--- config.mk ---
export PLATFORM = sky130hd
export DESIGN_NAME = ipv4ps_step
export DESIGN_NICKNAME = d
export VERILOG_FILES = /design/src/rtl/ipv4ps_pkg.sv /design/src/rtl/ipv4ps_step.sv
export SDC_FILE = /design/constraint.sdc
export NUM_CORES = 1
export LEC_CHECK = 0
export BUFFER_PORTS_ARGS = -buffer_cell sky130_fd_sc_hd__buf_2
export CORE_MARGIN = 2
export CORE_UTILIZATION = 55
export DETAILED_ROUTE_END_ITERATION = 8
export PLACE_DENSITY = 0.95
export SLEW_MARGIN = 40
export SYNTH_ARGS = -nofsm -noshare
export SYNTH_HDL_FRONTEND = slang
export SYNTH_SLANG_ARGS = --single-unit
--- constraint.sdc ---
create_clock -name vclk -period 7
set_input_delay 1.05 -clock vclk [all_inputs]
set_output_delay 1.05 -clock vclk [all_outputs]
set_load 0.005 [all_outputs]
--- src/rtl/ipv4ps_pkg.sv ---
// Shared types and constants for the IPv4 address:port string checker.
// No dependencies.
`default_nettype none

package ipv4ps_pkg;

  typedef logic [7:0] char_t;
  typedef logic [3:0] status_t;

  // Status codes
  localparam status_t ST_VALID  = 4'd0;
  localparam status_t ST_EMPTY  = 4'd1;
  localparam status_t ST_LENGTH = 4'd2;
  localparam status_t ST_FIRST  = 4'd3;
  localparam status_t ST_SLASH  = 4'd4;
  localparam status_t ST_DOTS   = 4'd5;
  localparam status_t ST_COLONS = 4'd6;
  localparam status_t ST_ADDR   = 4'd7;
  localparam status_t ST_PORT   = 4'd8;

  // Sticky character error, 3-bit form of the codes above
  localparam logic [2:0] ERR_NONE   = 3'd0;
  localparam logic [2:0] ERR_FIRST  = 3'd3;
  localparam logic [2:0] ERR_SLASH  = 3'd4;
  localparam logic [2:0] ERR_DOTS   = 3'd5;
  localparam logic [2:0] ERR_COLONS = 3'd6;

  // Port parse phases
  localparam logic [1:0] PH_SPACE  = 2'd0;
  localparam logic [1:0] PH_DIGITS = 2'd1;
  localparam logic [1:0] PH_DONE   = 2'd2;

  // Characters
  localparam char_t CH_NUL   = 8'h00;
  localparam char_t CH_TAB   = 8'h09;
  localparam char_t CH_CR    = 8'h0D;
  localparam char_t CH_SPACE = 8'h20;
  localparam char_t CH_PLUS  = 8'h2B;
  localparam char_t CH_MINUS = 8'h2D;
  localparam char_t CH_DOT   = 8'h2E;
  localparam char_t CH_SLASH = 8'h2F;
  localparam char_t CH_ZERO  = 8'h30;
  localparam char_t CH_NINE  = 8'h39;
  localparam char_t CH_COLON = 8'h3A;

  // Limits
  localparam logic [4:0]  LEN_MIN      = 5'd9;
  localparam logic [4:0]  LEN_MAX      = 5'd21;
  localparam logic [4:0]  LEN_SAT      = 5'd22;
  localparam logic [4:0]  ADDR_LEN_MAX = 5'd15;
  localparam logic [4:0]  ADDR_LEN_SAT = 5'd16;
  localparam logic [2:0]  DOT_SAT      = 3'd4;
  localparam logic [2:0]  DOT_MAX      = 3'd3;
  localparam logic [1:0]  COLON_SAT    = 2'd2;
  localparam logic [2:0]  OCTETS       = 3'd4;
  localparam logic [11:0] OCTET_MAX    = 12'd255;
  localparam logic [16:0] PORT_MAX     = 17'd65535;
  localparam logic [19:0] PORT_SAT     = 20'd65536;

  typedef struct packed {
    logic [4:0]  char_count;
    logic [2:0]  first_error;
    logic [2:0]  dot_total;
    logic [1:0]  colon_total;
    logic [8:0]  octet_value;
    logic [2:0]  octet_index;
    logic        digit_seen;
    logic        address_bad;
    logic [4:0]  address_length;
    logic [1:0]  port_phase;
    logic        port_negative;
    logic [16:0] port_value;
  } scan_state_t;

  function automatic logic is_dec(input char_t c);
    return (c >= CH_ZERO) && (c <= CH_NINE);
  endfunction

  function automatic logic is_blank(input char_t c);
    return (c == CH_SPACE) || ((c >= CH_TAB) && (c <= CH_CR));
  endfunction

endpackage

`default_nettype wire

--- src/rtl/ipv4ps_step.sv ---
// Next-state and status logic for one character of the address:port scan.
// Depends on ipv4ps_pkg.
`default_nettype none

module ipv4ps_step (
  input  ipv4ps_pkg::scan_state_t cur,
  input  ipv4ps_pkg::char_t       ch,
  output ipv4ps_pkg::scan_state_t nxt,
  output ipv4ps_pkg::status_t     status
);

  logic [3:0]  digit;
  logic [11:0] oct_v;
  logic [19:0] port_v;
  logic [2:0]  dots_inc;
  logic [1:0]  colons_inc;
  logic        ch_dec;
  logic        port_digits;

  assign digit      = ch[3:0] - ipv4ps_pkg::CH_ZERO[3:0];
  assign oct_v      = 12'(cur.octet_value) * 12'd10 + 12'(digit);
  assign port_v     = 20'(cur.port_value) * 20'd10 + 20'(digit);
  assign dots_inc   = (cur.dot_total < ipv4ps_pkg::DOT_SAT) ? cur.dot_total + 3'd1
                                                            : cur.dot_total;
  assign colons_inc = (cur.colon_total < ipv4ps_pkg::COLON_SAT) ? cur.colon_total + 2'd1
                                                                : cur.colon_total;
  assign ch_dec     = ipv4ps_pkg::is_dec(ch);

  always_comb begin
    nxt         = cur;
    status      = ipv4ps_pkg::ST_VALID;
    port_digits = 1'b0;
    if (ch != ipv4ps_pkg::CH_NUL) begin
      if (cur.char_count < ipv4ps_pkg::LEN_SAT) begin
        nxt.char_count = cur.char_count + 5'd1;
      end
      if (cur.first_error == ipv4ps_pkg::ERR_NONE) begin
        if (cur.char_count == 5'd0 && !ch_dec) begin
          nxt.first_error = ipv4ps_pkg::ERR_FIRST;
        end else if (ch == ipv4ps_pkg::CH_SLASH) begin
          nxt.first_error = ipv4ps_pkg::ERR_SLASH;
        end else if (ch == ipv4ps_pkg::CH_DOT && dots_inc > ipv4ps_pkg::DOT_MAX) begin
          nxt.dot_total   = dots_inc;
          nxt.first_error = ipv4ps_pkg::ERR_DOTS;
        end else if (ch == ipv4ps_pkg::CH_COLON) begin
          nxt.colon_total = colons_inc;
          if (colons_inc > 2'd1) begin
            nxt.first_error = ipv4ps_pkg::ERR_COLONS;
          end
        end else begin
          if (ch == ipv4ps_pkg::CH_DOT) begin
            nxt.dot_total = dots_inc;
          end
          if (cur.colon_total != 2'd0) begin
            // port: atoi-style parse
            if (cur.port_phase == ipv4ps_pkg::PH_SPACE) begin
              if (ipv4ps_pkg::is_blank(ch)) begin
                nxt.port_phase = ipv4ps_pkg::PH_SPACE;
              end else if (ch == ipv4ps_pkg::CH_PLUS || ch == ipv4ps_pkg::CH_MINUS) begin
                nxt.port_negative = (ch == ipv4ps_pkg::CH_MINUS);
                nxt.port_phase    = ipv4ps_pkg::PH_DIGITS;
              end else begin
                nxt.port_phase = ipv4ps_pkg::PH_DIGITS;
                port_digits    = 1'b1;
              end
            end else if (cur.port_phase == ipv4ps_pkg::PH_DIGITS) begin
              port_digits = 1'b1;
            end
            if (port_digits) begin
              if (ch_dec) begin
                nxt.port_value = (port_v > ipv4ps_pkg::PORT_SAT) ?
                                 ipv4ps_pkg::PORT_SAT[16:0] : port_v[16:0];
              end else begin
                nxt.port_phase = ipv4ps_pkg::PH_DONE;
              end
            end
          end else begin
            // address: dotted quad, no leading zeros
            if (cur.address_length < ipv4ps_pkg::ADDR_LEN_SAT) begin
              nxt.address_length = cur.address_length + 5'd1;
            end
            if (!cur.address_bad) begin
              if (ch_dec) begin
                if (cur.digit_seen && cur.octet_value == 9'd0) begin
                  nxt.address_bad = 1'b1;
                end else if (oct_v > ipv4ps_pkg::OCTET_MAX) begin
                  nxt.address_bad = 1'b1;
                end else begin
                  nxt.octet_value = oct_v[8:0];
                  if (!cur.digit_seen) begin
                    nxt.octet_index = cur.octet_index + 3'd1;
                    if (cur.octet_index >= ipv4ps_pkg::OCTETS) begin
                      nxt.address_bad = 1'b1;
                    end else begin
                      nxt.digit_seen = 1'b1;
                    end
                  end
                end
              end else if (ch == ipv4ps_pkg::CH_DOT && cur.digit_seen) begin
                if (cur.octet_index == ipv4ps_pkg::OCTETS) begin
                  nxt.address_bad = 1'b1;
                end else begin
                  nxt.octet_value = 9'd0;
                  nxt.digit_seen  = 1'b0;
                end
              end else begin
                nxt.address_bad = 1'b1;
              end
            end
          end
        end
      end
    end else begin
      // end of text: grade and start over
      if (cur.char_count == 5'd0) begin
        status = ipv4ps_pkg::ST_EMPTY;
      end else if (cur.char_count < ipv4ps_pkg::LEN_MIN ||
                   cur.char_count > ipv4ps_pkg::LEN_MAX) begin
        status = ipv4ps_pkg::ST_LENGTH;
      end else if (cur.first_error != ipv4ps_pkg::ERR_NONE) begin
        status = {1'b0, cur.first_error};
      end else if (cur.address_bad || cur.address_length > ipv4ps_pkg::ADDR_LEN_MAX ||
                   cur.octet_index < ipv4ps_pkg::OCTETS) begin
        status = ipv4ps_pkg::ST_ADDR;
      end else if (cur.port_negative || cur.port_value == 17'd0 ||
                   cur.port_value > ipv4ps_pkg::PORT_MAX) begin
        status = ipv4ps_pkg::ST_PORT;
      end else begin
        status = ipv4ps_pkg::ST_VALID;
      end
      nxt            = '0;
      nxt.port_phase = ipv4ps_pkg::PH_SPACE;
    end
  end

endmodule

`default_nettype wire

==> flow_metrics.py <==
metrics = {
    "status": {
        "status": "completed",
    },
    "sta": {
        "min_period_over_period": 0.923,
        "tightest_slew_ps": 749,
        "slew_viol_final": 0,
        "final_hold_viol_count": 0,
        "rsz0062_at_grt": "no",
        "fin_crit_ps": 6460,
        "setup_viol": 0,
        "max_freq_ghz": 0.155,
        "final.setup.tns_ps": 0,
        "relSlewSlack": 0.501,
    },
    "die": {
        "die_x_um": 87.3,
        "io_pins": 116,
        "row_count": 30,
        "die_area_um2": 7620,
        "start_util": 0.565,
        "core_um2": 6760,
        "die_y_um": 87.3,
    },
    "route": {
        "drt_wl_total_mm": 11.5,
        "first_pass_iters": 5,
        "via_count": 4657,
        "routedWlPerCell_um": 16.0,
        "ant_nets": 0,
        "drt_iter0_drc": 335,
        "vias_per_cell": 6.50,
        "drc": 0,
    },
    "placed_design": {
        "globalplace.congestion": 0.956,
        "hpwlAfterDp_mm": 9.40,
        "placed_cells": 717,
        "postPlaceCellArea_um2": 4420,
        "portBuffers": 116,
    },
    "synth": {
        "yosysTopAreaCell": "ha_1",
        "synth.distinct_cells": 78,
        "synth.area.top_cells": "ha_1 (19%), nand2_1 (5.9%), nor2_1 (5.7%)",
        "syn_area_um2": 3820,
        "synthXorXnorAreaFrac": 0.0941,
        "syn_avg_cell_area_um2": 7.08,
        "synth_top_family_by_area": "compound AO/OA/AOI/OAI gates",
        "synth-compound-area-share": 0.317,
        "yosys_warnings": 0,
        "synthAdderAreaFrac": 0.214,
        "synthMuxAreaShare": 0.0216,
        "ys_seq_area_frac": 0,
        "synth_top_area_frac": 0.193,
        "synthCells": 539,
        "synthSimpleGateAreaFrac": 0.313,
        "syn_nets": 662,
    },
    "final_layout": {
        "nClkBuffers": 0,
        "ff_latch_area_um2": 0,
        "fin_util": 0.654,
        "diodes": 0,
        "drive_gt1_frac": 0.237,
        "seq_cells": 0,
        "fillers": 578,
        "postLayoutCellArea_um2": 4420,
        "final_net_count": 762,
        "stdcell_count": 717,
        "syn_to_final_growth_pct": 15.9,
    },
    "power_and_ir_drop": {
        "p_sw_frac": 0.609,
        "p_leak_nw": 2.08,
        "clockPowerShare": 0,
        "share_seq_of_total_power": 0,
        "p_int_mw": 0.160,
        "p_per_area_nw_per_um2": 92.7,
        "p_sw_mw": 0.249,
        "finalPower_mw": 0.410,
        "power_frac_comb": 1.000,
        "vdd_ir_drop_max_v": 0.0000624,
    },
    "critical_path": {
        "crit_required_ps": 5950,
        "crit_type": "in -> out",
        "critPathLaunchType": "input pin",
        "crit_chain": "buf_2, ha_1, ha_1, fa_1, a211oi_2, nor2_2, xor2_1, nand4_1, or4_1, or4b_4, a31oi_4, o31ai_1, buf_2",
        "slowest_stage": "or4_1",
        "cp_slowest_stage_delay_ps": 650,
        "crit_path_end_kind": "output port",
        "cp_max_fo": 14,
        "worstPathArrival_ps": 5410,
    },
    "cts": {
        "cts_resized": 0,
        "hold_buffers": 0,
        "post_cts_buffers": 0,
    },
    "global_route": {
        "grtUsageMet1": 0.354,
        "use_met2": 0.519,
        "grt_max_degree": 25,
        "grt_overflow": 0,
        "grt_pass1_wl_mm": 18.3,
        "grt.total_usage": 0.283,
        "antenna_found_initial": 0,
        "met3_usage": 0.0171,
        "top_usage_layer": "met2",
        "grt_pass1_vias": 4138,
    },
    "min_path": {
        "hp-class": "in -> out",
    },
    "flow_run": {
        "maxCapViolations": 0,
    },
}
-- final timing paths --
kind / startpoint / cells past startpoint / to / slack, ps
min: cur[43] / 4 / nxt[43] / 2410
max: cur[1] / 13 / nxt[1] / 540
-- metrics by stage --
| step | hold slack [ps] | setup slack, ps |
|---|---|---|
| after floorplan | 2170 | 1350 |
| after global routing | 2450 | 266 |
| final | 2410 | 537 |
| after detailed placement | 2420 | 582 |
| after global placement | 2420 | 784 |
| after CTS | 2420 | 574 |
-- power groups by stage --
stage	Combinational (mW)	Sequential [mW]	Clock (mW)
floorplan	0.290	0	0
global placement	0.382	0	0
detailed placement	0.398	0	0
CTS	0.401	0	0
global route	0.449	0	0
finish	0.410	0	0
-- cell families (layout without fill, tap and decap cells) --
family                     after synthesis  after routing
adders and majority gates               63             63
xor gates and xnor gates                41             41
buffers and inverters                   35            133
AOI/OAI and AO/OA                      158            158
muxes                                    8              8
and+or+nand+nor                        234            234
-- metal layers --
| metal | wire length, um | vias up |
|---|---|---|
| li1 | - | 2241 |
| met1 | 4710 | 2171 |
| met2 | 5740 | 210 |
| met3 | 739 | 35 |
| met4 | 316 | 0 |
| met5 | 0 | - |
-- cell usage in the layout (no fill, tap or decap), types with 5 or more instances in the layout --
cell type	instances
buf_2	116
nand2_1	60
ha_1	59
nor2_1	57
a21oi_1	39
o21ai_0	23
xor2_1	21
xnor2_1	20
nor3_1	17
inv_1	16
nand3_1	16
nand2b_1	11
a21o_1	11
nor4_1	9
a2bb2oi_1	9
o31ai_1	9
o31ai_2	8
or3_1	6
o211ai_1	6
or2_2	6
mux2i_1	6
nor2b_1	6
nand4_1	6
nor4b_1	6
a31oi_1	5
and3_1	5
a211oi_1	5
-- worst max-delay path, delay by kind of cell --
kind            cells  cell delay [ps]
buf+inv             2              310
compound gates      3             1090
simple gates        4             1570
fa+ha+maj           3              990
xor+xnor            1              410
-- layout make-up --
class,instances,area [um^2],area share
inverters,16,60.1,0.0136
well taps,80,100,0.0226
repair buffers,117,588,0.133
multi-input cells,504,3670,0.831
-- Yosys cell counts (3+ instances only) --
master      n
nand2_1    60
ha_1       59
nor2_1     58
a21oi_1    39
o21ai_0    23
xor2_1     21
xnor2_1    20
nor3_1     18
inv_1      16
nand3_1    16
clkbuf_1   14
a21o_1     11
nand2b_1   11
a2bb2oi_1   9
nor4_1      9
o31ai_1     9
o31ai_2     8
mux2i_1     6
nand4_1     6
nor2b_1     6
nor4b_1     6
o211ai_1    6
or2_2       6
or3_1       6
a211oi_1    5
a31oi_1     5
and3_1      5
and2_1      4
fa_1        4
and4b_1     3
buf_2       3
nand3b_1    3
nor3b_1     3
o21bai_1    3
Note: power is estimated with default switching activity, not from simulation.
